$ cat src/rtl/ttgp_pkg.sv
package ttgp_pkg;

  localparam int unsigned TIME_W   = 64;
  localparam int unsigned RATE_W   = 32;
  localparam int unsigned SHIFT_W  = 7;
  localparam int unsigned STATUS_W = 3;
  localparam int unsigned INDEX_W  = 2;
  localparam int unsigned CELLS    = TIME_W;
  localparam int unsigned PROD_W   = 62;
  localparam int unsigned NS_W     = 30;

  localparam logic [NS_W-1:0]    NS_PER_SECOND = NS_W'(1000000000);
  localparam logic [SHIFT_W-1:0] MAX_SHIFT     = SHIFT_W'(64);
  localparam logic [SHIFT_W-1:0] SHIFT_RESET   = SHIFT_W'(32);

  localparam logic [INDEX_W-1:0] REG_NUMERATOR   = INDEX_W'(0);
  localparam logic [INDEX_W-1:0] REG_DENOMINATOR = INDEX_W'(1);
  localparam logic [INDEX_W-1:0] REG_SHIFT       = INDEX_W'(2);

  localparam logic [STATUS_W-1:0] ST_OK          = STATUS_W'(0);
  localparam logic [STATUS_W-1:0] ST_KEY_AFTER   = STATUS_W'(1);
  localparam logic [STATUS_W-1:0] ST_INDEX_WIDE  = STATUS_W'(2);
  localparam logic [STATUS_W-1:0] ST_OFFSET_WIDE = STATUS_W'(3);
  localparam logic [STATUS_W-1:0] ST_ZERO_PERIOD = STATUS_W'(4);

  typedef struct packed {
    logic [TIME_W-1:0] keyframe_time;
    logic [TIME_W-1:0] frame_time;
  } request_t;

  typedef struct packed {
    logic [TIME_W-1:0]   granule_pos;
    logic [STATUS_W-1:0] status;
  } result_t;

  typedef struct packed {
    logic                valid;
    logic [STATUS_W-1:0] status;
    logic [TIME_W-1:0]   key_rem;
    logic [TIME_W-1:0]   key_num;
    logic [TIME_W-1:0]   frame_rem;
    logic [TIME_W-1:0]   frame_num;
  } cell_t;

endpackage

$ cat src/rtl/ttgp_period.sv
module ttgp_period
  import ttgp_pkg::*;
(
  input  logic                clk,
  input  logic                rst,
  input  logic                wr,
  input  logic [INDEX_W-1:0]  index,
  input  logic [RATE_W-1:0]   data,
  output logic                busy,
  output logic [TIME_W-1:0]   period
);

  typedef enum logic [1:0] {S_IDLE, S_MUL, S_DIV} state_t;

  state_t              state;
  logic [RATE_W-1:0]   numerator;
  logic [RATE_W-1:0]   denominator;
  logic [PROD_W-1:0]   quot;
  logic [RATE_W-1:0]   rem;
  logic [5:0]          count;
  logic [RATE_W:0]     trial;
  logic                ge;

  assign trial = {rem, quot[PROD_W-1]};
  assign ge    = trial >= {1'b0, numerator};
  assign busy  = state != S_IDLE;

  always_ff @(posedge clk) begin
    if (rst) begin
      state       <= S_IDLE;
      numerator   <= RATE_W'(1);
      denominator <= RATE_W'(1);
      period      <= TIME_W'(NS_PER_SECOND);
    end else begin
      unique case (state)
        S_IDLE: begin
          if (wr && index == REG_NUMERATOR) begin
            numerator <= data;
            state     <= S_MUL;
          end else if (wr && index == REG_DENOMINATOR) begin
            denominator <= data;
            state       <= S_MUL;
          end
        end
        S_MUL: begin
          quot  <= PROD_W'({{(PROD_W-NS_W){1'b0}}, NS_PER_SECOND} *
                           {{(PROD_W-RATE_W){1'b0}}, denominator});
          rem   <= '0;
          count <= 6'(PROD_W - 1);
          state <= S_DIV;
        end
        S_DIV: begin
          rem   <= ge ? RATE_W'(trial - {1'b0, numerator}) : trial[RATE_W-1:0];
          quot  <= {quot[PROD_W-2:0], ge};
          count <= count - 6'd1;
          if (count == '0) begin
            period <= (numerator == '0) ? '0
                      : {{(TIME_W-PROD_W){1'b0}}, quot[PROD_W-2:0], ge};
            state  <= S_IDLE;
          end
        end
        default: state <= S_IDLE;
      endcase
    end
  end

`ifndef SYNTHESIS
  a_period_fits: assert property (@(posedge clk) disable iff (rst)
    period[TIME_W-1:PROD_W] == '0) else $error("period exceeds 62 bits");
  a_zero_num: assert property (@(posedge clk) disable iff (rst)
    state == S_IDLE && numerator == '0 |-> period == '0)
    else $error("zero numerator must give zero period");
  a_busy_cause: assert property (@(posedge clk) disable iff (rst)
    $rose(busy) |-> $past(wr && (index == REG_NUMERATOR || index == REG_DENOMINATOR)))
    else $error("period update without rate write");
`endif

endmodule

$ cat config.mk
export PLATFORM = sky130hd
export DESIGN_NAME = ttgp_period
export DESIGN_NICKNAME = d
export VERILOG_FILES = /design/src/rtl/ttgp_pkg.sv /design/src/rtl/ttgp_period.sv
export SDC_FILE = /design/constraint.sdc
export NUM_CORES = 1
export LEC_CHECK = 0
export BUFFER_PORTS_ARGS = -buffer_cell sky130_fd_sc_hd__buf_4
export CELL_PAD_IN_SITES_DETAIL_PLACEMENT = 0
export CELL_PAD_IN_SITES_GLOBAL_PLACEMENT = 1
export CORE_ASPECT_RATIO = 1.75
export CORE_UTILIZATION = 46
export CTS_BUF_LIST = sky130_fd_sc_hd__clkbuf_8
export CTS_CLUSTER_SIZE = 12
export DETAILED_ROUTE_END_ITERATION = 10
export PLACE_DENSITY_LB_ADDON = 0.1
export SYNTH_ARGS = -nofsm -noshare
export SYNTH_HDL_FRONTEND = slang
export SYNTH_SLANG_ARGS = --single-unit
$ cat constraint.sdc
create_clock -name clk -period 7.1 [get_ports clk]
set_input_delay 1.42 -clock clk [delete_from_list [all_inputs] [get_ports clk]]
set_output_delay 1.42 -clock clk [all_outputs]
set_load 0.05 [all_outputs]
### After elaboration in Yosys (flattened, before gate mapping)

Cells that the tools add are included.

* add/sub/neg operators: 2
* $mul: 1
* order comparisons: 1
* eq/ne operators: 5
* mux-type cells: 9
* bitwise gates (word level): 2
* reduce and logical (&&, ||, !) cells: 13

Operators with widths (count)
* $pmux W62 S2: 1
* $pmux W32 S2: 1
* $mux W62: 1
* $mul A21 B32 Y53 const A: 1
* $ge A33 B32 Y1: 1
* $logic_not A32 Y1: 1
* $mux W32: 1
* $sub A32 B32 Y32: 1
* $pmux W6 S2: 1
* $reduce_and A2 Y1: 4
* $logic_not A6 Y1: 1
* $mux W2: 3
* $pmux W2 S3: 1
* $sub A6 B1 Y6 const B: 1
* $eq A2 B1 Y1 const B: 2
* $logic_not A2 Y1: 2
* $reduce_bool A2 Y1: 2
* $ne A3 B3 Y1 const B: 1
* $reduce_and A3 Y1: 1
* $eq A2 B2 Y1 const B: 1
* $logic_and A1 B1 Y1: 2
* $ne A2 B2 Y1 const B: 1
* $not A1 Y1: 2

* register bits: 230
* input bits: 37
* output and inout port bits: 65
* word-level logic and storage cells: 40

### Logic depth before layout (Yosys ltp)

* depth in word-level cells: 5
* gate-level depth with buffers: 25
* depth with buffers taken out: 24

### Worst setup path after synthesis

Ideal clock, no wire load.

* path kind: register to register
* start: register denominator[2]
* end: register quot[59] (data pin)
* arrival: 6.385 ns
* data required time: 6.834 ns
* setup slack: 0.449 ns
* stages on the path, launching flop included: 21
* buffers on the path: 0
* period minus slack after synthesis: 6.651 ns
* cell sequence: dfxtp_1 > inv_1 > fa_1 > fa_1 > fa_1 > fa_1 > fa_1 > fa_1 > inv_1 > fa_1 > ha_1 > a21o_1 > a311o_1 > a311oi_1 > o31ai_1 > a31oi_1 > o21ai_1 > and4_1 > a311oi_1 > xor2_1 > o21ai_1

* cells in the longest elaborated chain, start to end: 2

Ends and longest elaborated chain
* from (decl): RTL line ttgp_period.sv:17 `logic [RATE_W-1:0] denominator;`
* from (signal assigned): RTL line ttgp_period.sv:41 `denominator <= data;`
* $mul A21 B32 Y53: RTL line ttgp_period.sv:46 `quot <= PROD_W'({{(PROD_W-NS_W){1'b0}}, NS_PER_SECOND} *`
* $pmux W62 S2: RTL line ttgp_period.sv:35 `unique case (state)`
* to (signal assigned): RTL line ttgp_period.sv:46
* to (signal assigned): RTL line ttgp_period.sv:54 `quot <= {quot[PROD_W-2:0], ge};`
* to (decl): RTL line ttgp_period.sv:18 `logic [PROD_W-1:0] quot;`

No other way between the ends.
A chain may end at the register's enable or synchronous reset.

### Final worst setup path

* start: register denominator[6]
* end: register quot[54] (data pin)

The elaborated chain is that of the path after synthesis.

==> out/results.tsv <==
metric	value	unit
result_of_the_run	completed	
post-synth-top-area-fraction	0.260	
post_synth_main_area_contributors	fa_1 (26%), ha_1 (16%), edfxtp_1 (12%)	
grt_max_degree	84	
drc_errors	0	
timing.max_cap.violations	0	
timing.hold.worst.class	flop to flop	
setup_viol	0	
layout_common_cells	inv_1 (565), fa_1 (311), ha_1 (300)	
finClkSkew	0.0226	ns
finalWirelength	74600	um
net_count_final	3346	
irDropWorstVdd	113	uV
hold_slack	0.475	ns
min_period_over_period	0.962	
synth.ff_latch_count	228	
clock_sinks	228	
route.detailed.vias_per_inst	5.42	
cts.clk_slew.worst_paths	0.06	ns
ant_nets	0	
portion_of_the_post_synthesis_area_used_by_sequential_elements	0.231	
portBuffers	99	
dpl_worst_slack	0.0135	ns
cp.buffers_inverters	6	
final.fill_count	4931	
grt_setup_unrepaired	no	
grt-ovfl-total	0	
post_synthesis_cell_count	2573	
die_y	305	um
worstMarginPinSlew	1.14	ns
clk-insertion-delay-late	0.59	ns
tmin_final	6.83	ns
power_density	195	nW/um^2
critical_path.slowest_cell	fa_1	
start_kind	flop	
first_iteration_detailed_routing_drc_count	1021	
count_of_tritonroute_iterations_in_the_first_routing_pass	5	
die_w	175	um
numCtsBuffers	39	
area.growth.synth_to_final	11.3	%
initial_core_util	0.468	
synthFlopType	dfxtp_1	
core_area	51600	um^2
io_pins	102	
design.die.area	53400	um^2
final-hold-violation-count	0	
cts_tree	done	
most_common_library_cell_in_the_layout_ignoring_fill_and_taps	inv_1	
via_count_of_the_first_global_routing_pass	20000	
timing.critical_path.max_delay_family	adder cells	
dp.final_hpwl	61600	um
post_synth_instance_area	24100	um^2
grt_first_pass_wirelength	115000	um
arrival	7.12	ns
vias	18400	
hold_buffers	0	
avgRoutedWirePerCell	21.9	um
post-synth-top-area-cell	fa_1	
cp_cell_sequence	inv_1 -> fa_1 -> fa_1 -> fa_1 -> fa_1 -> fa_1 -> inv_1 -> fa_1 -> inv_1 -> fa_1 -> inv_1 -> ha_1 -> buf_4 -> nand2_1 -> o21ai_1 -> a221o_1 -> nand2_1 -> o21ai_1 -> a211oi_2 -> nor3_1 -> buf_4 -> a311oi_2 -> xor2_1 -> o21ai_1	
worst_slack	0.272	ns
critPathMostFrequentCell	fa_1	
longest_individual_stage_delay_on_the_worst_path	0.60	ns
postSynth.asyncResetShare	0	
worst_ep_required_time	7.39	ns
worstSetupEndpointType	flop	
synth_area_per_cell	9.38	um^2
cts.path.max_buffers	3	
number_of_enable_type_register_cells_in_the_synthesized_netlist	100	
h-tree-depth	2	
yosysUniqueCellTypes	64	
ys_warn_count	0	
fmax	146	MHz
postLayoutCoreUtil	0.521	
p_leak	12.5	nW
cts_root_buf	clkbuf_8	
antenna_violations_before_repair	2	
setup_tns	0	ns
timing.slew.headroom	0.241	
place.gp.congestion	0.943	
drive_above_1_share	0.0976	
placement_rows	110	
setup.worst_path.class	flop to flop	
critPathMaxFanout	6	
timing_max_transition_violations_final	0	
grtUsageTotal	0.290	
## Yosys cell counts (all sizes together) (13+ instances only)
cell	count
nor3	17
a221o	15
o21ai	114
nand3	53
nor2	102
dfxtp	128
clkbuf	84
nand4	14
a21oi	180
xor2	34
xnor2	41
edfxtp	100
and3	15
ha	302
a21o	49
a22oi	50
and2	14
fa	313
nand2	239
inv	552
o21a	13
nor2b	15
## state kept, by name, indices dropped and copies added (netlist names)
register,cells
rem,32
denominator,32
count,6
state,2
period,62
numerator,32
quot,62
## per-layer routing
layer  up-vias  track usage  share of wire
li1       8639            -              -
met1      9127        0.312           0.37
met2       470        0.547           0.54
met3       170       0.0253          0.032
met4         0        0.164          0.064
met5         -            0              0
## final timing paths
kind                  start       endpoint  slack, ns  cells after the start
max          denominator[6]       quot[54]       0.27                     24
min reg2reg   numerator[30]  numerator[30]       0.48                      2
min           numerator[30]  numerator[30]       0.48                      2
max reg2reg  denominator[6]       quot[54]       0.27                     24
## power breakdown
part / internal (mW) / leakage, nW / total (mW) / switching, mW
Clock: 0.721 / 0.482 / 1.35 / 0.628
Combinational: 0.936 / 10.1 / 2.37 / 1.43
Sequential: 1.49 / 1.95 / 1.53 / 0.0433
## logic make-up after synthesis
group	synth area share
buffers and inverters	0.100
adders and majority gates	0.416
AOI/OAI and AO/OA	0.129
and+or+nand+nor	0.0922
DFF	0.231
xor gates and xnor gates	0.0272
muxes	0.00404
other	0.000155
## worst register-to-register path, stage by stage, from the launching register on
cell,delay (ns)
dfxtp_1,0.34
inv_1,0.11
fa_1,0.52
fa_1,0.52
fa_1,0.52
fa_1,0.60
fa_1,0.57
inv_1,0.06
fa_1,0.53
inv_1,0.05
fa_1,0.52
inv_1,0.04
ha_1,0.33
buf_4,0.17
nand2_1,0.05
o21ai_1,0.09
a221o_1,0.36
nand2_1,0.08
o21ai_1,0.10
a211oi_2,0.23
nor3_1,0.08
buf_4,0.16
a311oi_2,0.28
xor2_1,0.17
o21ai_1,0.07
## area by class of cell
cell class	count	area [um^2]	share of cell area
clock buffer	44	606	0.0225
sequential	228	5570	0.207
antenna	2	5.00	0.000186
inverter	552	2070	0.0771
timing repair buffer	168	1260	0.0469
clock inverter	28	238	0.00885
multi-input combinational	1705	16300	0.606
tap	672	841	0.0313
## timing repair
action / CTS / global route
setup buffers: 0 / 1
resized for setup: 0 / 22
endpoints found under the setup margin: 0 / 16
## metrics by stage
stage / area (um^2) / total power, mW / cells
global route: 26900 / 5.63 / 3399
global placement: 25900 / 3.87 / 3324
finish: 26900 / 5.24 / 3399
CTS: 26800 / 5.25 / 3396
floorplan: 24100 / 3.18 / 2574
detailed placement: 25900 / 3.89 / 3324
(Power assumes the default switching activity.)
