**src/rtl/ttgp_pkg.sv**
```systemverilog
package ttgp_pkg;

  localparam int unsigned TIME_W   = 64;
  localparam int unsigned RATE_W   = 32;
  localparam int unsigned SHIFT_W  = 7;
  localparam int unsigned STATUS_W = 3;
  localparam int unsigned INDEX_W  = 2;
  localparam int unsigned CELLS    = TIME_W;
  localparam int unsigned PROD_W   = 62;
  localparam int unsigned NS_W     = 30;

  localparam logic [NS_W-1:0]    NS_PER_SECOND = NS_W'(1000000000);
  localparam logic [SHIFT_W-1:0] MAX_SHIFT     = SHIFT_W'(64);
  localparam logic [SHIFT_W-1:0] SHIFT_RESET   = SHIFT_W'(32);

  localparam logic [INDEX_W-1:0] REG_NUMERATOR   = INDEX_W'(0);
  localparam logic [INDEX_W-1:0] REG_DENOMINATOR = INDEX_W'(1);
  localparam logic [INDEX_W-1:0] REG_SHIFT       = INDEX_W'(2);

  localparam logic [STATUS_W-1:0] ST_OK          = STATUS_W'(0);
  localparam logic [STATUS_W-1:0] ST_KEY_AFTER   = STATUS_W'(1);
  localparam logic [STATUS_W-1:0] ST_INDEX_WIDE  = STATUS_W'(2);
  localparam logic [STATUS_W-1:0] ST_OFFSET_WIDE = STATUS_W'(3);
  localparam logic [STATUS_W-1:0] ST_ZERO_PERIOD = STATUS_W'(4);

  typedef struct packed {
    logic [TIME_W-1:0] keyframe_time;
    logic [TIME_W-1:0] frame_time;
  } request_t;

  typedef struct packed {
    logic [TIME_W-1:0]   granule_pos;
    logic [STATUS_W-1:0] status;
  } result_t;

  typedef struct packed {
    logic                valid;
    logic [STATUS_W-1:0] status;
    logic [TIME_W-1:0]   key_rem;
    logic [TIME_W-1:0]   key_num;
    logic [TIME_W-1:0]   frame_rem;
    logic [TIME_W-1:0]   frame_num;
  } cell_t;

endpackage

```
**src/rtl/ttgp_final.sv**
```systemverilog
module ttgp_final
  import ttgp_pkg::*;
(
  input  logic               clk,
  input  logic               rst,
  input  logic [SHIFT_W-1:0] shift,
  input  cell_t              din,
  output logic               done,
  output result_t            result
);

  logic                valid_a;
  logic [STATUS_W-1:0] status_a;
  logic [TIME_W-1:0]   idx_a;
  logic [TIME_W-1:0]   off_a;
  logic                idx_over;
  logic                off_over;
  logic [STATUS_W-1:0] status_next;

  assign idx_over = (din.key_num >> (MAX_SHIFT - shift)) != '0;
  assign off_over = (shift == MAX_SHIFT) ? 1'b0 : ((off_a >> shift) != '0);

  always_comb begin
    status_next = status_a;
    if (status_a == ST_OK && off_over) begin
      status_next = ST_OFFSET_WIDE;
    end
  end

  always_ff @(posedge clk) begin
    if (rst) begin
      valid_a <= 1'b0;
      done    <= 1'b0;
    end else begin
      valid_a <= din.valid;
      done    <= valid_a;
    end
    status_a <= (din.status == ST_OK && idx_over) ? ST_INDEX_WIDE : din.status;
    idx_a    <= din.key_num;
    off_a    <= din.frame_num - din.key_num;
    result.status <= status_next;
    if (status_next != ST_OK) begin
      result.granule_pos <= '0;
    end else if (shift == MAX_SHIFT) begin
      result.granule_pos <= off_a;
    end else begin
      result.granule_pos <= (idx_a << shift) + off_a;
    end
  end

endmodule

```
**config.mk**
```make
export PLATFORM = sky130hd
export DESIGN_NAME = ttgp_final
export DESIGN_NICKNAME = d
export VERILOG_FILES = /design/src/rtl/ttgp_pkg.sv /design/src/rtl/ttgp_final.sv
export SDC_FILE = /design/constraint.sdc
export NUM_CORES = 1
export LEC_CHECK = 0
export ABC_AREA = 0
export BUFFER_PORTS_ARGS = -buffer_cell sky130_fd_sc_hd__buf_4
export CAP_MARGIN = 20
export CORE_MARGIN = 10
export CORE_UTILIZATION = 40
export CTS_CLUSTER_DIAMETER = 50
export DETAILED_ROUTE_END_ITERATION = 8
export GPL_TIMING_DRIVEN = 0
export HOLD_SLACK_MARGIN = 0.05
export PLACE_DENSITY = 0.61
export SLEW_MARGIN = 40
export SYNTH_ARGS = -nofsm -noshare
export SYNTH_HDL_FRONTEND = slang
export SYNTH_SLANG_ARGS = --single-unit
```
**constraint.sdc**
```tcl
create_clock -name clk -period 6.45 [get_ports clk]
set_clock_uncertainty 0.15 [all_clocks]
set_input_delay 0.9675 -clock clk [delete_from_list [all_inputs] [get_ports clk]]
set_output_delay 0.9675 -clock clk [all_outputs]
set_load 0.05 [all_outputs]
```
Word level (Yosys, flattened, before mapping)
Index checks and enable logic that the tools add are counted.
W data, S select, Z words.

word-level totals
  ROM bits = 0
  register bits = 200
  input bits = 269
  word-level logic and storage cells = 24
  output and inout port bits = 68
  RAM bits = 0
  memories kept = 0
  bits in latches = 0

operators by class
  reductions and logical operators = 7
  muxes and demuxes = 3
  eq/ne operators = 1
  shift operators = 3
  magnitude comparators = 0
  div/mod/pow operators = 0
  multiply operators = 0
  $add $sub $neg = 3
  bitwise operators = 0

operators by type and width
  operator               count
  $reduce_bool A64 Y1    2
  $shr A64 B7 Y64        2
  $add A64 B64 Y64       1
  $mux W64               1
  $shl A64 B7 Y64        1
  $sub A64 B64 Y64       1
  $eq A7 B7 Y1 const B   1
  $sub A7 B7 Y7 const A  1
  $logic_not A3 Y1       2
  $mux W3                1
  $reduce_bool A3 Y1     1
  $logic_and A1 B1 Y1    2
  $mux W1                1

Longest topological paths before layout
Gate-level depths: netlist (run 1).

  word-level depth = 6
  depth in mapped cells = 31
  mapped depth without buffers = 23

Worst setup path after synthesis (run 1)
Ideal clock, no wire load.

  kind = input-to-reg
  from = input shift[1]
  to = register result[65] (netlist bit)
  arrival time = 6667 ps
  path buffers = 8
  data required time = 6151 ps
  stages on the path = 27
  slack = -516 ps
  setup time = 149 ps
  cell sequence = buf_2 > buf_2 > buf_2 > buf_2 > buf_2 > buf_1 > buf_2 > clkbuf_1 > mux4_2 > mux2i_1 > nand2_1 > o21ai_0 > o22a_1 > nor2_1 > ha_1 > and4_1 > nand4_1 > nor2_1 > a32oi_1 > a211oi_1 > a21oi_1 > o31ai_1 > a31o_2 > a211oi_1 > o21ai_0 > mux2i_1 > a211oi_1

between the ends
  cells in the longest elaborated chain, start to end = 6
  elaborated cells on any way between the ends = 10
  those cells by class = add/sub: 1; eq/ne: 1; shift: 2; mux: 3; reduce/logical: 3

RTL lines
  item                                                                      line             RTL
  start: declaration                                                        ttgp_final.sv:6  input logic [SHIFT_W-1:0] shift,
  parallel branches: the longest is 6 deep, another holds $add A64 B64 Y64  n/a
  end: declaration                                                          ttgp_final.sv:9  output result_t result

Parallel ways; which one is timed is not known.
A chain may end at the register's enable or synchronous reset.

Worst setup path after layout (run 1)
  from = input shift[1]
  to = register result[57] (netlist bit)

The elaborated chain is that of the path after synthesis.

==> impl_metrics.toml, run 1 <==
[status]
status = "finished, final reports clean"

[sta]
finalMaxSlewViolations = 0
finalCriticalPeriod_ns = 6.34
worstMarginPinSlew_ns = 0.886
rsz0062_at_grt = "no"
hold_viol_final = 0
relSlewSlack_pct = 40.3
fin_crit_sh_pct = 98.3
max_freq_mhz = 158
setup_viol = 0

[finish]
fin_nets = 3365
final_cell_mix = "nand2_1 (360), nor2_1 (311), buf_4 (239)"
final_area_sq_um = 24200
post-route-util_pct = 48.2
area_delta_synth_final_pct = 19.0
drive_gt1_share_pct = 18.1
final_common_cell = "nand2_1"

[setup_path]
path_delay_family = "compound AO/OA/AOI/OAI gates"
end_kind = "register"
start_kind = "primary input"
crit_required_ns = 6.73
path_buf_inv = 8
slowest_delay_ns = 0.50
crit_fanout = 19
critPathKind = "in2reg"
cp_slowest_cell = "or4_4"
arrival_ns = 6.62
crit_top_cell = "buf_6"

[detailed_routing]
first_pass_iters = 6
wl_per_cell_um = 28.0
routed_wl_um = 102000
vias = 23200
ant_nets = 0
via_per_inst = 6.36
drc = 0
drtIter0Drc = 2624

[power]
vdd_drop_max_mv = 0.212
power.net_switching_mw = 2.47
powerDensity_nw_per_um2 = 223
combPwrFrac_pct = 49.2
power.share.clock_pct = 20.0
p_int_mw = 2.93
p_seq_share_pct = 30.8
switching_share_pct = 45.7
leakage_nw = 10.7

[clocking]
cts_inserted_buffers = 17
insertion_delay_ns = 0.50
cts_htree_levels = 4
clock_sinks = 200
cts_tree = "done"
clockRootBuffer = "clkbuf_16"
clock_path_buffers = 2
path_clk_slew_ns = 0.08

[grt]
track_usage_pct = 32.6
grt_pass1_wl_um = 148000
grt_max_degree = 21
antenna_found_initial = 5
grt_overflow = 0
grt_pass1_vias = 22100

[place]
placed_area_sq_um = 22800
hpwl_um = 83700
gp_congestion = 1.02
port_buffers = 206

[die]
die_x_um = 246
initial_core_util_pct = 40.5
core_sq_um = 50300
num_rows = 82
die_area_sq_um = 60300
ioPinCount = 337
die_h_um = 246

[run]
drv_cap = 0

[synthesis]
synth_ff_type = "dfxtp_1"
synth_edf_count = 0
async_reset_ff_share_pct = 0
synth_nets = 3125
synth_seq_area_share_pct = 19.7
synth_area_sq_um = 20400
synth_warnings = 0
ys_seq_elements = 200
synthDistinctLibCells = 78
syn_inst = 2727
syn_area_per_cell_sq_um = 7.47

[worst_hold_path]
min-delay-path-class = "reg2reg"
==> path summary, 6_finish.rpt <==
check / depth (start not counted) / startpoint / end / slack [ns]
max: 26 / shift[1] / result[57] / 0.11
max reg2reg: 21 / idx_a[28] / result[57] / 1.06
min reg2reg: 1 / valid_a / done / 0.31
min: 1 / valid_a / done / 0.31
==> per-stage QoR <==
stage / worst slack [ns] / setup TNS (ns) / std cells / hold WS [ns] / total power, mW
2_1_floorplan: 0.00571 / 0 / 2727 / 0.264 / 3.22
3_3_place_gp: -3.21 / -111.91 / 3605 / 0.276 / 4.09
3_5_place_dp: -2.83 / -102.74 / 3606 / 0.297 / 4.10
4_1_cts: 0.00150 / 0 / 3646 / 0.315 / 5.26
5_1_grt: 0.00122 / 0 / 3652 / 0.325 / 5.65
6_report: 0.112 / 0 / 3653 / 0.310 / 5.40
==> layout make-up <==
type,instances,area (sq um)
clock buffer,18,439
fill,5088,26000
buffer,166,978
timing repair buffer,236,1780
tap,672,841
antenna,1,2.50
clock inverter,14,150
inverter,97,373
multi-input combinational,2249,15700
sequential,200,4000
==> state kept, by name (all words and copies together) (netlist names) <==
signal and flops:
done 1, idx_a 64, off_a 64, result 67
status_a 3, valid_a 1
==> logic make-up (layout without fill, tap and decap cells) <==
family	Yosys count	after routing	synth area share, %
and+or+nand+nor	963	963	21.0
AOI/OAI and AO/OA	860	860	27.5
muxes	173	173	12.9
adders and majority gates	129	129	8.00
other	0	1	0
DFF	200	200	19.7
xor gates and xnor gates	124	124	5.33
buffers and inverters	278	531	5.60
==> synth_stat cells (all sizes together) (6+ instances only) <==
master	instances	area (sq um)
xor2	55	482
nor4	7	43.8
o22ai	21	131
nand4	26	163
or3	19	119
o22a	7	61.3
nor3	53	265
nand3	38	190
o221ai	13	114
ha	127	1590
a311oi	13	114
a21oi	243	1220
dfxtp	200	4000
a31o	6	52.6
clkbuf	114	428
o21a	17	128
o31ai	12	90.1
a211oi	83	668
nor2	319	1200
or2	11	68.8
a221oi	7	61.3
a31oi	42	263
mux2	17	191
and2	13	81.3
nand2	360	1350
a211o	12	105
o21ai	158	791
o211ai	29	218
mux4	70	1580
nor3b	8	60.1
o21bai	23	173
a2111oi	10	87.6
nand2b	28	175
and3	21	131
xnor2	69	604
or4	10	75.1
o311ai	7	61.3
nor2b	34	213
inv	96	360
mux2i	86	861
buf	67	349
a21o	107	803
==> routing by layer <==
metal	vias to the layer above	wire length [um]	global-route usage, %
met4	2	5740	17.5
met1	11200	43500	43.3
li1	10500	-	-
met2	1327	44600	50.0
met3	217	8660	5.28
met5	-	11	0
==> power by group through the flow <==
stage	registers, mW	logic [mW]	clock network [mW]
2_1_floorplan	1.56	1.66	0
3_3_place_gp	1.66	2.44	0
3_5_place_dp	1.66	2.44	0
4_1_cts	1.63	2.53	1.10
5_1_grt	1.66	2.85	1.15
6_report	1.66	2.65	1.08
==> what timing repair did <==
item	4_1_cts	5_1_grt
hold buffers	0	0
pin swaps	16	11
setup buffers	17	10
gates resized for setup	125	82
endpoints found under the setup margin	62	15
cloned	0	0
(Power assumes the default switching activity.)
==> inputs of run 2 (changes only) <==
--- a/config.mk
+++ b/config.mk
@@ -14,7 +14,7 @@
 export DETAILED_ROUTE_END_ITERATION = 8
 export GPL_TIMING_DRIVEN = 0
 export HOLD_SLACK_MARGIN = 0.05
-export PLACE_DENSITY = 0.61
+export SETUP_SLACK_MARGIN = 0.4
 export SLEW_MARGIN = 40
 export SYNTH_ARGS = -nofsm -noshare
 export SYNTH_HDL_FRONTEND = slang
==> run 2 against run 1 <==
Flip-flop and latch count stayed put. Clock-buffer cell count is 1 lower. Global-route usage is 0.069 points higher. Critical path depth is 1 higher. Total power is 3.7% higher. Register-to-register slack better by 0.40 ns. Worst setup slack better by 0.18 ns. Sequential power hardly changed. Clock power hardly changed. Critical path type unchanged. Largest cell class unchanged. Highest routed layer unchanged.
==> impl_metrics.toml, run 2 (synthesis gave the netlist of run 1 again) <==
[sta]
worstMarginPinSlew_ns = 0.896
finalCriticalPeriod_ns = 6.16
setup_viol = 0
fin_ws_ns = 0.293
finalMaxSlewViolations = 0
max_freq_mhz = 162
finalHoldWorstSlack_ns = 0.306
relSlewSlack_pct = 39.9
rsz0062_at_grt = "yes"
hold_viol_final = 0
fin_crit_sh_pct = 95.5

[clocking]
cts_tree = "done"
clock_path_buffers = 2
clockRootBuffer = "clkbuf_16"
cts_htree_levels = 4
hold_buffers = 0
insertion_delay_ns = 0.48
clock_sinks = 200
path_clk_slew_ns = 0.08
cts_inserted_buffers = 17

[power]
powerDensity_nw_per_um2 = 220
leakage_nw = 11.2
p_total_mw = 5.60
vdd_drop_max_mv = 0.194

[setup_path]
cp_slowest_cell = "mux4_2"
crit_cells = 27
end_kind = "register"
reg2reg_depth = 19
crit_fanout = 10
crit_required_ns = 6.67
critPathKind = "in2reg"
path_delay_family = "compound AO/OA/AOI/OAI gates"
start_kind = "primary input"
slowest_delay_ns = 0.47
arrival_ns = 6.38
crit_top_cell = "buf_12"
path_buf_inv = 10

[finish]
fillers = 5110
area_delta_synth_final_pct = 25.0
multiInputGateArea_sq_um = 16200
largest_reg_flops = 67
top_regs = "result x67, idx_a x64, off_a x64"
top_register = "result"
drive_gt1_share_pct = 22.6
fin_nets = 3428
seqCellArea_sq_um = 4000
final_cell_mix = "nand2_1 (358), nor2_1 (296), buf_4 (290)"
final_common_cell = "nand2_1"
post-route-util_pct = 50.6
instances_no_fill = 3717

[detailed_routing]
drtIter0Drc = 2704
vias = 23500
ant_nets = 0
drc = 0
via_per_inst = 6.33
routed_wl_um = 103000
wl_per_cell_um = 27.6
first_pass_iters = 6

[place]
hpwl_um = 83200
port_buffers = 206
pre_cts_ws_ns = -2.61
placed_cells = 3605
gp_congestion = 1.04

[die]
die_h_um = 246
initial_core_util_pct = 40.5
num_rows = 82
ioPinCount = 337
die_area_sq_um = 60300
die_x_um = 246
core_sq_um = 50300

[grt]
grt_pass1_vias = 22400
antenna_found_initial = 4
grt_max_degree = 21
grt_pass1_wl_um = 148000
grt_overflow = 0
track_usage_pct = 32.7

[run]
drv_cap = 0

[status]
status = "finished, final reports clean"

[worst_hold_path]
min-delay-path-class = "reg2reg"
hold_depth = 1
## run 2: changes by cell type in the layout (fill, tap and decap cells not counted), moves of 9 or more
| cell | previous run | this run |
|---|---|---|
| o21ai_2 | 8 | 19 |
| ha_1 | 122 | 111 |
| mux2i_1 | 77 | 68 |
| buf_4 | 239 | 290 |
| o21ai_0 | 134 | 123 |
| nor2_1 | 311 | 296 |
| buf_12 | 7 | 17 |
| clkbuf_1 | 77 | 68 |
## run 2: per-stage QoR
stage          setup TNS, ns  instance area, sq um
5_1_grt                    0                 25400
3_5_place_dp          -78.82                 23000
2_1_floorplan              0                 20500
6_report                   0                 25400
3_3_place_gp          -96.07                 22900
4_1_cts                    0                 24800
## run 2: worst paths after layout
| path | end | slack, ns | from |
|---|---|---|---|
| worst max-delay path | result[66] | 0.29 | shift[0] |
| worst min-delay path | done | 0.31 | valid_a |
| worst max register to register | result[60] | 1.46 | idx_a[13] |
| worst min register to register | done | 0.31 | valid_a |
## run 2: worst register-to-register path, cell delays in order, from the launching register on
cell      delay [ns]
dfxtp_1         0.36
mux4_2          0.52
mux2i_2         0.26
nand2_1         0.17
a31oi_4         0.31
nor2_2          0.13
ha_4            0.36
nand4_1         0.17
or4_4           0.54
a21oi_4         0.21
nor3b_4         0.08
nand4b_1        0.22
buf_6           0.17
a211oi_4        0.32
buf_4           0.18
nand2b_4        0.14
a31oi_2         0.13
o21ai_1         0.21
xnor2_1         0.16
a211oi_2        0.09
## run 2: layout make-up
class                           instances  share of cell area (%)
Timing Repair Buffer                  284                    8.49
Clock inverter                         15                   0.698
Sequential cell                       200                    15.7
Multi-Input combinational cell       2249                    63.6
Buffer                                181                    5.05
Clock buffer                           17                    1.67
Tap cell                              672                    3.30
Inverter                               97                    1.46
Antenna cell                            2                  0.0197
## run 2: power breakdown
group | leakage (nW) | total (mW) | switching (mW) | internal, mW
registers | 1.67 | 1.68 | 0.309 | 1.37
clock network | 0.293 | 1.11 | 0.555 | 0.555
logic | 9.20 | 2.81 | 1.67 | 1.14
## run 2: metal layers
layer | GRT usage, % | wire length, um | vias to the layer above
met5 | 0 | 12 | -
met4 | 18.7 | 6320 | 2
met3 | 6.17 | 8390 | 281
met2 | 51.1 | 45500 | 1296
met1 | 41.6 | 42500 | 11400
li1 | - | - | 10600
## run 2: repair_timing
action | in CTS | in global routing
setup buffers | 57 | 21
pin swaps | 35 | 49
setup endpoints to repair | 63 | 25
resized for setup | 226 | 144
