File: config.mk
export PLATFORM = sky130hd
export DESIGN_NAME = ttgp_cell
export DESIGN_NICKNAME = d
export VERILOG_FILES = /design/src/rtl/ttgp_pkg.sv /design/src/rtl/ttgp_cell.sv
export SDC_FILE = /design/constraint.sdc
export NUM_CORES = 1
export LEC_CHECK = 0
export BUFFER_PORTS_ARGS = -buffer_cell sky130_fd_sc_hd__buf_2
export CORE_AREA = 2 2 228 230
export DETAILED_ROUTE_END_ITERATION = 7
export DIE_AREA = 0 0 230 232
export GPL_TIMING_DRIVEN = 0
export PLACE_DENSITY = 0.53
export REMOVE_ABC_BUFFERS = 1
export SYNTH_ARGS = -nofsm -noshare
export SYNTH_HDL_FRONTEND = slang
export SYNTH_SLANG_ARGS = --single-unit
File: constraint.sdc
create_clock -name clk -period 2.95 [get_ports clk]
set_input_delay 0.1475 -clock clk [delete_from_list [all_inputs] [get_ports clk]]
set_output_delay 0.1475 -clock clk [all_outputs]
set_load 0.02 [all_outputs]
File: src/rtl/ttgp_pkg.sv
package ttgp_pkg;

  localparam int unsigned TIME_W   = 64;
  localparam int unsigned RATE_W   = 32;
  localparam int unsigned SHIFT_W  = 7;
  localparam int unsigned STATUS_W = 3;
  localparam int unsigned INDEX_W  = 2;
  localparam int unsigned CELLS    = TIME_W;
  localparam int unsigned PROD_W   = 62;
  localparam int unsigned NS_W     = 30;

  localparam logic [NS_W-1:0]    NS_PER_SECOND = NS_W'(1000000000);
  localparam logic [SHIFT_W-1:0] MAX_SHIFT     = SHIFT_W'(64);
  localparam logic [SHIFT_W-1:0] SHIFT_RESET   = SHIFT_W'(32);

  localparam logic [INDEX_W-1:0] REG_NUMERATOR   = INDEX_W'(0);
  localparam logic [INDEX_W-1:0] REG_DENOMINATOR = INDEX_W'(1);
  localparam logic [INDEX_W-1:0] REG_SHIFT       = INDEX_W'(2);

  localparam logic [STATUS_W-1:0] ST_OK          = STATUS_W'(0);
  localparam logic [STATUS_W-1:0] ST_KEY_AFTER   = STATUS_W'(1);
  localparam logic [STATUS_W-1:0] ST_INDEX_WIDE  = STATUS_W'(2);
  localparam logic [STATUS_W-1:0] ST_OFFSET_WIDE = STATUS_W'(3);
  localparam logic [STATUS_W-1:0] ST_ZERO_PERIOD = STATUS_W'(4);

  typedef struct packed {
    logic [TIME_W-1:0] keyframe_time;
    logic [TIME_W-1:0] frame_time;
  } request_t;

  typedef struct packed {
    logic [TIME_W-1:0]   granule_pos;
    logic [STATUS_W-1:0] status;
  } result_t;

  typedef struct packed {
    logic                valid;
    logic [STATUS_W-1:0] status;
    logic [TIME_W-1:0]   key_rem;
    logic [TIME_W-1:0]   key_num;
    logic [TIME_W-1:0]   frame_rem;
    logic [TIME_W-1:0]   frame_num;
  } cell_t;

endpackage

File: src/rtl/ttgp_cell.sv
module ttgp_cell
  import ttgp_pkg::*;
(
  input  logic              clk,
  input  logic              rst,
  input  logic [TIME_W-1:0] divisor,
  input  cell_t             din,
  output cell_t             dout
);

  logic [TIME_W-1:0] key_trial;
  logic [TIME_W-1:0] frame_trial;
  logic              key_ge;
  logic              frame_ge;

  assign key_trial   = {din.key_rem[TIME_W-2:0], din.key_num[TIME_W-1]};
  assign frame_trial = {din.frame_rem[TIME_W-2:0], din.frame_num[TIME_W-1]};
  assign key_ge      = key_trial >= divisor;
  assign frame_ge    = frame_trial >= divisor;

  always_ff @(posedge clk) begin
    if (rst) begin
      dout.valid <= 1'b0;
    end else begin
      dout.valid <= din.valid;
    end
    dout.status    <= din.status;
    dout.key_rem   <= key_ge ? key_trial - divisor : key_trial;
    dout.key_num   <= {din.key_num[TIME_W-2:0], key_ge};
    dout.frame_rem <= frame_ge ? frame_trial - divisor : frame_trial;
    dout.frame_num <= {din.frame_num[TIME_W-2:0], frame_ge};
  end

endmodule

Yosys cells after proc, flatten, opt, wreduce, memory -nomap -nowiden
Cells that the tools add are included.

cells by class
  muxes and demuxes = 2
  add/subtract/negate cells = 2
  $lt $le $gt $ge = 2

operator list
  cell                  count
  >= comparator 64 bit  2
  2-to-1 mux 64 bit     2
  subtractor 64 bit     2

word-level totals
  bits in registers = 260
  input port bits = 326
  output and inout port bits = 260
  logic and storage cells = 12

Depth between registers and ports, before layout
Gate-level depths: netlist of run 1.

  word-level depth = 2
  mapped depth = 15
  mapped depth without buffers = 14

Least setup slack after synthesis of run 1
OpenSTA, ideal clock, no wires.

  path kind = input -> register
  start = input port din[63] (netlist bit)
  end = register dout[124] (netlist bit)
  arrival time = 2.824 ns
  slack = 0.062 ns
  required time = 2.886 ns
  cell stages on the path = 13
  setup time = 0.064 ns
  path buffers = 0
  path through = inv_1 > ha_1 > fa_1 > nor2b_1 > o2111ai_1 > a21oi_2 > o31ai_1 > a21oi_1 > a31oi_1 > o21ba_2 > o31ai_1 > mux2_2 > nor2_1

between the ends
  cells in the longest elaborated chain, start to end = 2
  elaborated cells on any way between the ends = 3

ends and longest elaborated chain
  what                                                              line                              text
  start, declared                                                   ttgp_cell.sv:7                    input cell_t din,
  subtractor 64 bit / >= comparator 64 bit (equally long branches)  ttgp_cell.sv:30, ttgp_cell.sv:19
  2-to-1 mux 64 bit *                                               ttgp_cell.sv:30                   dout.frame_rem <= frame_ge ? frame_trial - divisor : frame_trial;
  end, declared                                                     ttgp_cell.sv:8                    output cell_t dout

Mark *: on every way between the ends. The rest lies on a longest branch, timed or not.
A chain may end at the register's enable or synchronous reset.

Final worst setup path of run 1
  start = input port divisor[0]
  end = register dout[118] (netlist bit)

between the ends
  cells in the longest elaborated chain, start to end = 2
  elaborated cells on any way between the ends = 3

ends and longest elaborated chain
  what                                                              line                              text
  start, declared                                                   ttgp_cell.sv:6                    input logic [TIME_W-1:0] divisor,
  subtractor 64 bit / >= comparator 64 bit (equally long branches)  ttgp_cell.sv:30, ttgp_cell.sv:19
  2-to-1 mux 64 bit *                                               ttgp_cell.sv:30

Marks and branches as above.

==> flow_summary.rst, run 1 <==
.. list-table::
   :header-rows: 1

   * - Metric
     - Value
   * - Level count of the clock H-tree
     - 1
   * - Chip width
     - around 230 um
   * - Effective utilization at floorplan
     - 0.294
   * - DRC Markers
     - 0
   * - Antenna violations before repair
     - 32
   * - Final Slew Violations
     - 0
   * - Final net count
     - 3111
   * - CTS max path bufs
     - 3
   * - Path length in cells of the critical path
     - 15
   * - Number of failing setup endpoints in the final timing report
     - 0
   * - Floorplan die area
     - 53400 um^2
   * - HPWL after detailed placement
     - between 50 and 60 mm
   * - Post-DRT Antenna Nets
     - 0
   * - Max incr delay on CP
     - 510 ps
   * - WL per Instance
     - approximately 22 um
   * - Hold violation count in the final report
     - 0
   * - Share of total power in sequential cells
     - 0.332
   * - Fill cell instance count of the final layout
     - 5114
   * - Drt initial violations
     - 1113
   * - First-pass GRT wire length
     - 107 mm
   * - Core Rows
     - 83
   * - Sequence of cells on the critical path
     - buf_2 -> ha_1 -> fa_1 -> nor2b_1 -> o2111ai_1 -> a21oi_2 -> buf_4 -> o31ai_4 -> a21oi_4 -> a41oi_4 -> o211a_4 -> buf_4 -> or4_1 -> o211ai_1 -> nor2_1
   * - Via count of the first global-routing pass
     - ~17000
   * - Combinational power share
     - 0.356
   * - Layout Area Growth over Synthesis
     - 51.5%
   * - Clock root buffer
     - clkbuf_16
   * - Arrival @ worst endpoint
     - 3420 ps
   * - Critical path launch point
     - divisor[0]
   * - Commonest non-fill, non-tap cell in the layout
     - buf_2
   * - Internal power consumption
     - 7.83 mW
   * - Achievable frequency
     - between 300 and 400 MHz
   * - Post-synthesis area per instance
     - slightly above 8 um^2
   * - Total Routing Usage GR
     - 0.268
   * - Count of buffering cells on the critical path with inverters included
     - 3
   * - Registers with the highest flip-flop counts
     - dout (260)
   * - Max-Slew Margin vs Limit
     - 0.534
   * - Setup repair after global routing missed its margin
     - yes
   * - Vias per cell
     - between 5 and 6
   * - Area taken by flip-flops and latches
     - 5200 um^2
   * - Critical path's slowest cell
     - or4_1
   * - Critical path start-end classification
     - in2reg
   * - Most frequent CP cell
     - buf_4
   * - Sum of negative setup slack
     - 0 ps
   * - Share of final-layout standard cells stronger than drive strength 1
     - 0.272
   * - Top-level I/O count
     - 586
   * - Hold Path Class
     - in2reg
   * - Dominant cells by area after synthesis
     - dfxtp_1 35%, ha_1 11%, a21oi_1 8.2%
   * - Seq cells post-synth
     - 260
   * - Num CTS Buffers
     - 30
   * - Netlist Area Pre-Place
     - 15000 um^2
   * - Maximum fanout along the worst path
     - 11
   * - Core box area
     - 50900 um^2
   * - Total of buffers placed on input and output ports
     - 583
   * - Max reg flops
     - 260
   * - Seq/Total Area, Yosys
     - 0.348
   * - Routability cong.
     - 0.928
   * - Area occupied by multi-input gates
     - 9350 um^2
   * - Number of detailed-routing iterations run before antenna repair
     - 5
   * - Remaining global-route overflow
     - 0
   * - Register ranked first by flip-flop count
     - dout
   * - Type of origin of the critical path
     - input port
   * - Maximum vdd drop
     - 0.409 mV
   * - Final period utilization
     - 0.988
   * - Commonest non-fill, non-tap cells in the layout
     - 583 x buf_2, 263 x dlygate4sd3_1, 260 x dfxtp_1
   * - Number of violations of the max-capacitance limit
     - 0
   * - Clock slew at reported path FFs
     - around 60 ps
   * - Timing endpoint of the critical path
     - dout[118]
   * - Actual transition at the worst max-transition pin
     - a little under 700 ps
   * - Distinct cell type count after synthesis
     - between 70 and 80
   * - Total number of clock tree sinks
     - 260
   * - Async set or reset register ratio after synthesis
     - 0
   * - Area share of the leading cell type in the synthesized netlist
     - 0.348
   * - Post-Synthesis Cells
     - 1844
   * - Overall power after layout
     - 12.2 mW
   * - Switching Fraction
     - 0.360
   * - Run status
     - finished clean
   * - Number of flops mapped to enable cells by yosys
     - 0
   * - Data required, critical path
     - approximately 3500 ps
   * - Leading register cell type out of synthesis
     - dfxtp_1
   * - Crit. End Element
     - register
   * - Yosys warns
     - 0
   * - Maximum number of pins on one net before global-route repair
     - 37
   * - DRT Wirelength
     - between 70 and 80 mm
   * - Portion of total power attributed to the clock network
     - 0.312
   * - Die height
     - 232 um
   * - Power per cell area
     - 539 nW/um^2
   * - Family with the most delay on the worst path
     - compound AO/OA/AOI/OAI gates
   * - Cell type with the largest total area after synthesis
     - dfxtp_1
   * - Final min period
     - 2920 ps
   * - TritonCTS clock tree
     - yes
   * - Switching power of the nets
     - 4.40 mW
   * - DR vias
     - between 15000 and 20000
   * - Static power due to leakage
     - 10.7 nW
[per-stage QoR]
stage,worst slack (ps),utilization,hold slack [ps],cells,instance area (um^2)
floorplan,-2220,-,175,1755,14600
global placement,-5150,0.360,251,3018,18300
detailed placement,-1900,0.363,251,3022,18500
CTS,0.929,0.440,-160,3347,22400
global route,-7.76,0.445,84.5,3373,22700
finish,33.9,0.445,66.3,3375,22700
[worst min-delay path by stage]
stage             start        end  slack [ps]  cells past startpoint
3_5_place_dp     din[0]    dout[1]         250                      1
4_1_cts        din[192]  dout[193]        -160                      3
6_report        din[70]   dout[71]          70                      4
2_1_floorplan    din[9]   dout[10]         180                      0
5_1_grt         din[70]   dout[71]          80                      4
3_3_place_gp    din[52]   dout[53]         250                      1
[area by class of cell]
| cell class | count | area share |
|---|---|---|
| diodes | 19 | 0.00210 |
| clock buffers | 38 | 0.0358 |
| clock inverters | 15 | 0.00911 |
| inverters | 101 | 0.0177 |
| multi-input cells | 1396 | 0.412 |
| flip-flops and latches | 260 | 0.230 |
| well taps | 680 | 0.0375 |
| repair buffers | 864 | 0.255 |
| repair inverters | 2 | 0.000773 |
[tightest hold or removal path, cell delays in order]
cell and delay [ps]:
buf_2 90, ha_1 170, xnor2_1 120, a21oi_1 70
[power by group through the flow]
stage | combinational [mW] | sequential [mW] | clock (mW)
global route | 4.66 | 4.08 | 4.08
floorplan | 1.83 | 4.66 | 0
global placement | 3.85 | 4.12 | 0
finish | 4.35 | 4.06 | 3.82
CTS | 4.27 | 4.05 | 3.91
detailed placement | 3.86 | 4.12 | 0
[layer usage]
metal / vias to the layer above / track usage / routed length [um]
met5: - / 0.0129 / 99
met4: 16 / 0.132 / 3750
met3: 153 / 0.0620 / 5390
met2: 712 / 0.458 / 36000
met1: 7903 / 0.314 / 30400
li1: 8230 / - / -
[cell usage after synthesis, types with 4 or more instances]
library cell	count
o211ai_1	9
o41ai_1	4
nand4_1	45
nand2b_1	11
o21ai_1	25
nand2_1	150
clkbuf_1	59
a31o_2	4
a311oi_1	4
o21ai_0	80
and4_1	5
nor4_1	10
a21oi_1	244
nor3b_1	4
mux2_2	6
a221oi_1	5
and2_1	14
a211o_1	4
and3_1	16
o31ai_1	15
nand3_1	32
ha_1	128
nor2_1	180
a211oi_1	11
o21bai_1	33
buf_2	27
a21o_1	86
xor2_1	42
o2111ai_1	4
o31a_1	7
inv_1	99
xnor2_1	63
or3_1	13
nor2b_1	18
a31oi_1	17
dfxtp_1	260
a21boi_0	7
o21a_1	14
nor3_1	28
[cells by family after synthesis]
logic type,share of synthesized area
mux,0.00828
xor+xnor,0.0615
flops,0.348
simple gates,0.171
buf+inv,0.0512
compound gates,0.251
fa+ha+maj,0.110
[timing repair]
item / CTS / global route
setup endpoints to repair: 123 / 48
hold endpoints to repair: 258 / 2
resized for setup: 37 / 39
buffers inserted: 8 / 5
gates cloned: 5 / 0
pin swaps: 5 / 7
hold buffers: 259 / 4
Note: power is estimated with default switching activity, not from simulation.
==> run 2, diff against run 1 <==
--- a/config.mk
+++ b/config.mk
@@ -11,6 +11,7 @@
 export DIE_AREA = 0 0 230 232
 export GPL_TIMING_DRIVEN = 0
 export PLACE_DENSITY = 0.53
+export RECOVER_POWER = 50
 export REMOVE_ABC_BUFFERS = 1
 export SYNTH_ARGS = -nofsm -noshare
 export SYNTH_HDL_FRONTEND = slang
==> flow_summary.rst, run 2 (synthesized netlist as in run 1, its figures left out) <==
.. list-table::
   :header-rows: 1

   * - Metric
     - Value
   * - Run status
     - finished clean (unchanged)
   * - Core box area
     - 50900 um^2 (unchanged)
   * - Clock slew at reported path FFs
     - 60 ps (about the same)
   * - Power per cell area
     - 541 nW/um^2 (was 539 nW/um^2)
   * - TritonCTS clock tree
     - yes (unchanged)
   * - Global routing usage on met1
     - 0.314 (unchanged)
   * - CTS max path bufs
     - 3 (unchanged)
   * - Commonest non-fill, non-tap cells in the layout
     - 451 x buf_2, 263 x dlygate4sd3_1, 260 x dfxtp_1 (was 583 x buf_2, 263 x dlygate4sd3_1, 260 x dfxtp_1)
   * - Number of detailed-routing iterations run before antenna repair
     - 5 (unchanged)
   * - Remaining global-route overflow
     - 0 (unchanged)
   * - Vias per cell
     - 5.04 (about the same)
   * - Max reg flops
     - 260 (unchanged)
   * - Total of buffers placed on input and output ports
     - 583 (unchanged)
   * - Register ranked first by flip-flop count
     - dout (unchanged)
   * - WL per Instance
     - 22.4 um (about the same)
   * - Antenna violations before repair
     - 32 (unchanged)
   * - Max-Slew Margin vs Limit
     - 0.550 (was 0.534)
   * - Level count of the clock H-tree
     - 1 (unchanged)
   * - Actual transition at the worst max-transition pin
     - 669 ps (was 692 ps)
   * - Number of violations of the max-capacitance limit
     - 0 (unchanged)
   * - Arrival @ worst endpoint
     - 3420 ps (about the same)
   * - First-pass GRT wire length
     - 107 mm (unchanged)
   * - Maximum vdd drop
     - 0.409 mV (about the same)
   * - Maximum number of pins on one net before global-route repair
     - 37 (unchanged)
   * - Overall power after layout
     - 12.2 mW (about the same)
   * - Type of origin of the critical path
     - input port (unchanged)
   * - DP Worst Slack
     - -1900 ps (unchanged)
   * - Hold violation count in the final report
     - 0 (unchanged)
   * - GR peak layer
     - met2 (unchanged)
   * - Die height
     - 232 um (unchanged)
   * - Post-DRT Antenna Nets
     - 0 (unchanged)
   * - Total Routing Usage GR
     - 0.268 (unchanged)
   * - Sum of negative setup slack
     - 0 ps (unchanged)
   * - Setup repair after global routing missed its margin
     - yes (unchanged)
   * - Area taken by flip-flops and latches
     - 5200 um^2 (unchanged)
   * - Total number of clock tree sinks
     - 260 (unchanged)
   * - Static power due to leakage
     - 10.4 nW (was 10.7 nW)
   * - Clock root buffer
     - clkbuf_16 (unchanged)
   * - Hold Path Class
     - in2reg (unchanged)
   * - Chip width
     - 230 um (unchanged)
   * - Crit. End Element
     - register (unchanged)
   * - Fill cell instance count of the final layout
     - 5181 (was 5114)
   * - DR vias
     - 17002 (was 17014)
   * - Layout Area Growth over Synthesis
     - 50.4% (was 51.5%)
   * - Data required, critical path
     - 3450 ps (about the same)
   * - Effective utilization at floorplan
     - 0.294 (unchanged)
   * - Post-route cell area
     - 22500 um^2 (was 22700 um^2)
   * - Final period utilization
     - 0.989 (was 0.988)
   * - Core Rows
     - 83 (unchanged)
   * - Via count of the first global-routing pass
     - 16845 (unchanged)
   * - Floorplan die area
     - 53400 um^2 (unchanged)
   * - Final min period
     - 2920 ps (about the same)
   * - Sequence of cells on the critical path
     - buf_2 -> ha_1 -> fa_1 -> nor2b_1 -> o2111ai_1 -> a21oi_2 -> buf_4 -> o31ai_4 -> a21oi_4 -> a41oi_4 -> o211a_4 -> buf_4 -> or4_1 -> o211ai_1 -> nor2_1 (unchanged)
   * - Most frequent CP cell
     - buf_4 (unchanged)
   * - HPWL after detailed placement
     - 59.6 mm (unchanged)
   * - Achievable frequency
     - 343 MHz (about the same)
   * - Final Slew Violations
     - 0 (unchanged)
   * - DRT Wirelength
     - 75.7 mm (was 75.6 mm)
   * - Max incr delay on CP
     - 510 ps (about the same)
   * - Num CTS Buffers
     - 30 (unchanged)
   * - GR Util met3
     - 0.0620 (unchanged)
   * - Registers with the highest flip-flop counts
     - dout (260) (unchanged)
   * - Commonest non-fill, non-tap cell in the layout
     - buf_2 (unchanged)
   * - Share of final-layout standard cells stronger than drive strength 1
     - 0.222 (was 0.272)
   * - Final net count
     - 3111 (unchanged)
   * - Post-place instance area
     - 18500 um^2 (unchanged)
   * - Post-route worst setup slack
     - 31.5 ps (was 33.9 ps)
   * - Critical path start-end classification
     - in2reg (unchanged)
   * - Drt initial violations
     - 1168 (was 1113)
   * - Count of buffering cells on the critical path with inverters included
     - 3 (unchanged)
   * - Area occupied by multi-input gates
     - 9350 um^2 (unchanged)
   * - Top-level I/O count
     - 586 (unchanged)
   * - Maximum fanout along the worst path
     - 11 (unchanged)
   * - Number of failing setup endpoints in the final timing report
     - 0 (unchanged)
   * - Met2 usage
     - 0.458 (unchanged)
   * - Routability cong.
     - 0.928 (unchanged)
   * - DRC Markers
     - 0 (unchanged)
   * - Critical path's slowest cell
     - or4_1 (unchanged)
   * - Family with the most delay on the worst path
     - compound AO/OA/AOI/OAI gates (unchanged)
   * - Share of the core filled with cells in the final layout
     - 0.442 (was 0.445)
## run 2: routing by layer
| metal | vias up | share of wire |
|---|---|---|
| met4 | 14 | 0.049 |
| li1 | 8227 | - |
| met5 | - | 0.0012 |
| met3 | 153 | 0.069 |
| met1 | 7903 | 0.40 |
| met2 | 705 | 0.48 |
## run 2: layout make-up
cell class                 count  share of cell area
timing repair buffer         864               0.250
multi-input combinational   1396               0.415
clock inverter                15             0.00917
clock buffer                  38              0.0360
inverter                     101              0.0178
antenna                       20             0.00222
timing repair inverter         2            0.000778
tap                          680              0.0378
sequential                   260               0.231
## run 2: through the flow
stage               instances  hold WS, ps
detailed placement       3022          251
global placement         3018          251
CTS                      3347         -160
finish                   3376         64.5
global route             3373         84.5
floorplan                1755          175
## run 2: repair_timing
item                                   CTS  global route
buffers inserted                         8             5
cloned                                   5             0
setup endpoints to repair              123            48
gates resized for setup                 37            39
hold buffers                           259             4
endpoints found under the hold margin  258             2
pin swaps                                5             7
## run 2: worst paths after layout
path / from / end / slack, ps / cells past startpoint
setup / recovery: divisor[0] / dout[118] / 30 / 15
hold / removal: din[70] / dout[71] / 60 / 4
## run 2: where the power goes
| group | internal, mW | total [mW] | leakage (nW) | switching [mW] |
|---|---|---|---|---|
| Combinational | 1.60 | 4.29 | 7.68 | 2.68 |
| Clock | 2.23 | 3.82 | 0.488 | 1.59 |
| Sequential | 3.93 | 4.06 | 2.19 | 0.129 |
==> run 3, diff against run 2 <==
--- a/config.mk
+++ b/config.mk
@@ -7,12 +7,12 @@
 export LEC_CHECK = 0
 export BUFFER_PORTS_ARGS = -buffer_cell sky130_fd_sc_hd__buf_2
 export CORE_AREA = 2 2 228 230
+export CTS_BUF_LIST = sky130_fd_sc_hd__clkbuf_4 sky130_fd_sc_hd__clkbuf_8 sky130_fd_sc_hd__clkbuf_16
 export DETAILED_ROUTE_END_ITERATION = 7
 export DIE_AREA = 0 0 230 232
 export GPL_TIMING_DRIVEN = 0
 export PLACE_DENSITY = 0.53
 export RECOVER_POWER = 50
-export REMOVE_ABC_BUFFERS = 1
 export SYNTH_ARGS = -nofsm -noshare
 export SYNTH_HDL_FRONTEND = slang
 export SYNTH_SLANG_ARGS = --single-unit
==> flow_summary.rst, run 3 (synthesized netlist as in run 1, its figures left out) <==
.. list-table::
   :header-rows: 1

   * - Metric
     - Value
   * - Die height
     - 232 um (unchanged)
   * - Routed met2 length
     - 39.0 mm (was 36.0 mm)
   * - Achievable frequency
     - 336 MHz (was 343 MHz)
   * - Max reg flops
     - 260 (unchanged)
   * - Routability cong.
     - 0.963 (was 0.928)
   * - Top-level I/O count
     - 586 (unchanged)
   * - WL per Instance
     - 23.2 um (was 22.4 um)
   * - Total number of clock tree sinks
     - 260 (unchanged)
   * - Actual transition at the worst max-transition pin
     - 818 ps (was 669 ps)
   * - Critical path start-end classification
     - in2reg (unchanged)
   * - Floorplan die area
     - 53400 um^2 (unchanged)
   * - CTS max path bufs
     - 3 (unchanged)
   * - Crit. End Element
     - register (unchanged)
   * - Core box area
     - 50900 um^2 (unchanged)
   * - Share of the core filled with cells in the final layout
     - 0.445 (was 0.442)
   * - First-pass GRT wire length
     - 113 mm (was 107 mm)
   * - Total Routing Usage GR
     - 0.282 (was 0.268)
   * - Critical path launch point
     - din[103] (was divisor[0])
   * - DRT Wirelength
     - 79.3 mm (was 75.7 mm)
   * - Core Rows
     - 83 (unchanged)
   * - Max-Slew Margin vs Limit
     - 0.449 (was 0.550)
   * - DRC Markers
     - 0 (unchanged)
   * - Commonest non-fill, non-tap cells in the layout
     - 461 x buf_2, 263 x dlygate4sd3_1, 260 x dfxtp_1 (was 451 x buf_2, 263 x dlygate4sd3_1, 260 x dfxtp_1)
   * - Layout Area Growth over Synthesis
     - 51.5% (was 50.4%)
   * - Fill cell instance count of the final layout
     - 5252 (was 5181)
   * - Registers with the highest flip-flop counts
     - dout (260) (unchanged)
   * - Endpoint of the worst hold-timing path
     - dout[212] (was dout[71])
   * - Final net count
     - 3174 (was 3111)
   * - Highest routed layer
     - met5 (unchanged)
   * - Post-DRT Antenna Nets
     - 0 (unchanged)
   * - Total of buffers placed on input and output ports
     - 583 (unchanged)
   * - Data required, critical path
     - 3380 ps (was 3450 ps)
   * - Number of cells in the design after placement
     - 3107 (was 3022)
   * - Num CTS Buffers
     - 31 (was 30)
   * - Via count of the first global-routing pass
     - 17765 (was 16845)
   * - Sequence of cells on the critical path
     - dlygate4sd3_1 -> buf_2 -> ha_2 -> nand2_1 -> nor2_2 -> nand2_1 -> nor4_4 -> nand4_1 -> o211a_4 -> buf_6 -> buf_6 -> o41ai_1 (was buf_2 -> ha_1 -> fa_1 -> nor2b_1 -> o2111ai_1 -> a21oi_2 -> buf_4 -> o31ai_4 -> a21oi_4 -> a41oi_4 -> o211a_4 -> buf_4 -> or4_1 -> o211ai_1 -> nor2_1)
   * - Violated checks
     - setup timing
   * - Number of detailed-routing iterations run before antenna repair
     - 5 (unchanged)
   * - Setup repair after global routing missed its margin
     - yes (unchanged)
   * - Share of total power in sequential cells
     - 0.334 (about the same)
   * - Commonest non-fill, non-tap cell in the layout
     - buf_2 (unchanged)
   * - Length of routed met3 wiring
     - 5.03 mm (was 5.23 mm)
   * - Switching power of the nets
     - 4.53 mW (was 4.40 mW)
   * - Static power due to leakage
     - 10.5 nW (was 10.4 nW)
   * - Effective utilization at floorplan
     - 0.294 (unchanged)
   * - Arrival @ worst endpoint
     - 3400 ps (was 3420 ps)
   * - Type of origin of the critical path
     - input port (unchanged)
   * - Post-Route Hold Slack
     - 99.6 ps (was 64.5 ps)
   * - Vias per cell
     - 5.12 (was 5.04)
   * - HPWL after detailed placement
     - 63.5 mm (was 59.6 mm)
   * - Post-place instance area
     - 18700 um^2 (was 18500 um^2)
   * - Area taken by flip-flops and latches
     - 5200 um^2 (unchanged)
   * - Critical path's slowest cell
     - dlygate4sd3_1 (was or4_1)
   * - Sum of negative setup slack
     - -22.9 ps (was 0 ps)
   * - Run status
     - finished with violations (was finished clean)
   * - Share of final-layout standard cells stronger than drive strength 1
     - 0.228 (was 0.222)
   * - Number of violations of the max-capacitance limit
     - 0 (unchanged)
   * - Start point of the worst min-delay path
     - din[211] (was din[70])
   * - DP Worst Slack
     - -1970 ps (was -1900 ps)
   * - Portion of total power attributed to the clock network
     - 0.312 (was 0.314)
   * - Number of failing setup endpoints in the final timing report
     - 1 (was 0)
   * - Maximum vdd drop
     - 0.400 mV (was 0.409 mV)
   * - Level count of the clock H-tree
     - 1 (unchanged)
   * - Overall power after layout
     - 12.3 mW (was 12.2 mW)
   * - Final period utilization
     - 1.01 (was 0.989)
   * - Hold Path Class
     - in2reg (unchanged)
   * - TritonCTS clock tree
     - yes (unchanged)
   * - Power per cell area
     - 540 nW/um^2 (was 541 nW/um^2)
   * - Final instance count without filler cells
     - 3424 (was 3376)
   * - Final min period
     - 2970 ps (was 2920 ps)
   * - Combinational power share
     - 0.354 (was 0.352)
   * - Remaining global-route overflow
     - 0 (unchanged)
   * - Chip width
     - 230 um (unchanged)
   * - Post-synthesis net count
     - 2300
   * - Clock slew at reported path FFs
     - 60 ps (about the same)
   * - Area occupied by multi-input gates
     - 9350 um^2 (about the same)
   * - DR vias
     - 17523 (was 17002)
   * - Drt initial violations
     - 1046 (was 1168)
   * - Maximum fanout along the worst path
     - 10 (was 11)
   * - Post-route worst setup slack
     - -22.9 ps (was 31.5 ps)
   * - Clock root buffer
     - clkbuf_16 (unchanged)
   * - Number of cells on the worst hold path
     - 4 (unchanged)
   * - Switching Fraction
     - 0.369 (was 0.362)
   * - Register ranked first by flip-flop count
     - dout (unchanged)
   * - Post-route cell area
     - 22700 um^2 (was 22500 um^2)
   * - Maximum number of pins on one net before global-route repair
     - 15 (was 37)
   * - Antenna violations before repair
     - 5 (was 32)
   * - Max incr delay on CP
     - 520 ps (was 510 ps)
   * - Wire length on met1
     - 30.9 mm (was 30.6 mm)
   * - Internal power consumption
     - 7.72 mW (was 7.76 mW)
   * - Final Slew Violations
     - 0 (unchanged)
   * - Hold violation count in the final report
     - 0 (unchanged)
## run 3: changes by cell type in the layout (fill, tap and decap cells not counted), sizes merged
cell,delta
bufinv,-2
inv,-6
bufbuf,-1
o211a,-2
clkinvlp,+2
diode,-17
clkinv,+5
clkbuf,+63
buf,+6
## run 3: final cells by class
type | count | area share
multi-input cells | 1394 | 0.413
repair buffers | 850 | 0.239
flip-flops and latches | 260 | 0.230
clock buffers | 40 | 0.0389
well taps | 680 | 0.0375
plain buffers | 80 | 0.0190
inverters | 101 | 0.0169
clock inverters | 16 | 0.00607
diodes | 3 | 0.000331
## run 3: how the worst max path moves through the flow
stage	endpoint	slack (ps)	depth (start not counted)
2_1_floorplan	dout[124]	60	13
3_3_place_gp	dout[82]	-2000	14
3_5_place_dp	dout[82]	-1970	14
4_1_cts	dout[72]	3	16
5_1_grt	dout[126]	-70	14
6_report	dout[72]	-20	12
## run 3: power groups by stage
stage / combinational (mW) / sequential, mW / clock [mW]
5_1_grt: 4.66 / 4.12 / 4.06
3_3_place_gp: 3.91 / 4.16 / 0
3_5_place_dp: 3.90 / 4.15 / 0
6_report: 4.34 / 4.09 / 3.82
4_1_cts: 4.27 / 4.09 / 3.91
2_1_floorplan: 1.86 / 4.65 / 0
## run 3: repair_timing
action,4_1_cts,5_1_grt
buffers inserted,1,3
hold endpoints to repair,258,3
hold buffers,257,6
pin swaps,0,5
setup endpoints to repair,130,120
gates resized for setup,46,72
## run 3: metal layers
| layer | vias up | global-route usage |
|---|---|---|
| li1 | 8342 | - |
| met1 | 8228 | 0.324 |
| met2 | 771 | 0.511 |
| met3 | 178 | 0.0403 |
| met4 | 4 | 0.140 |
| met5 | - | 0 |
## run 3: critical path: cells and delay by family
kind                       cells  cell delay [ps]
AOI/OAI and AO/OA              2              840
adders and majority gates      1              400
buffers and inverters          4             1020
and+or+nand+nor                5              960
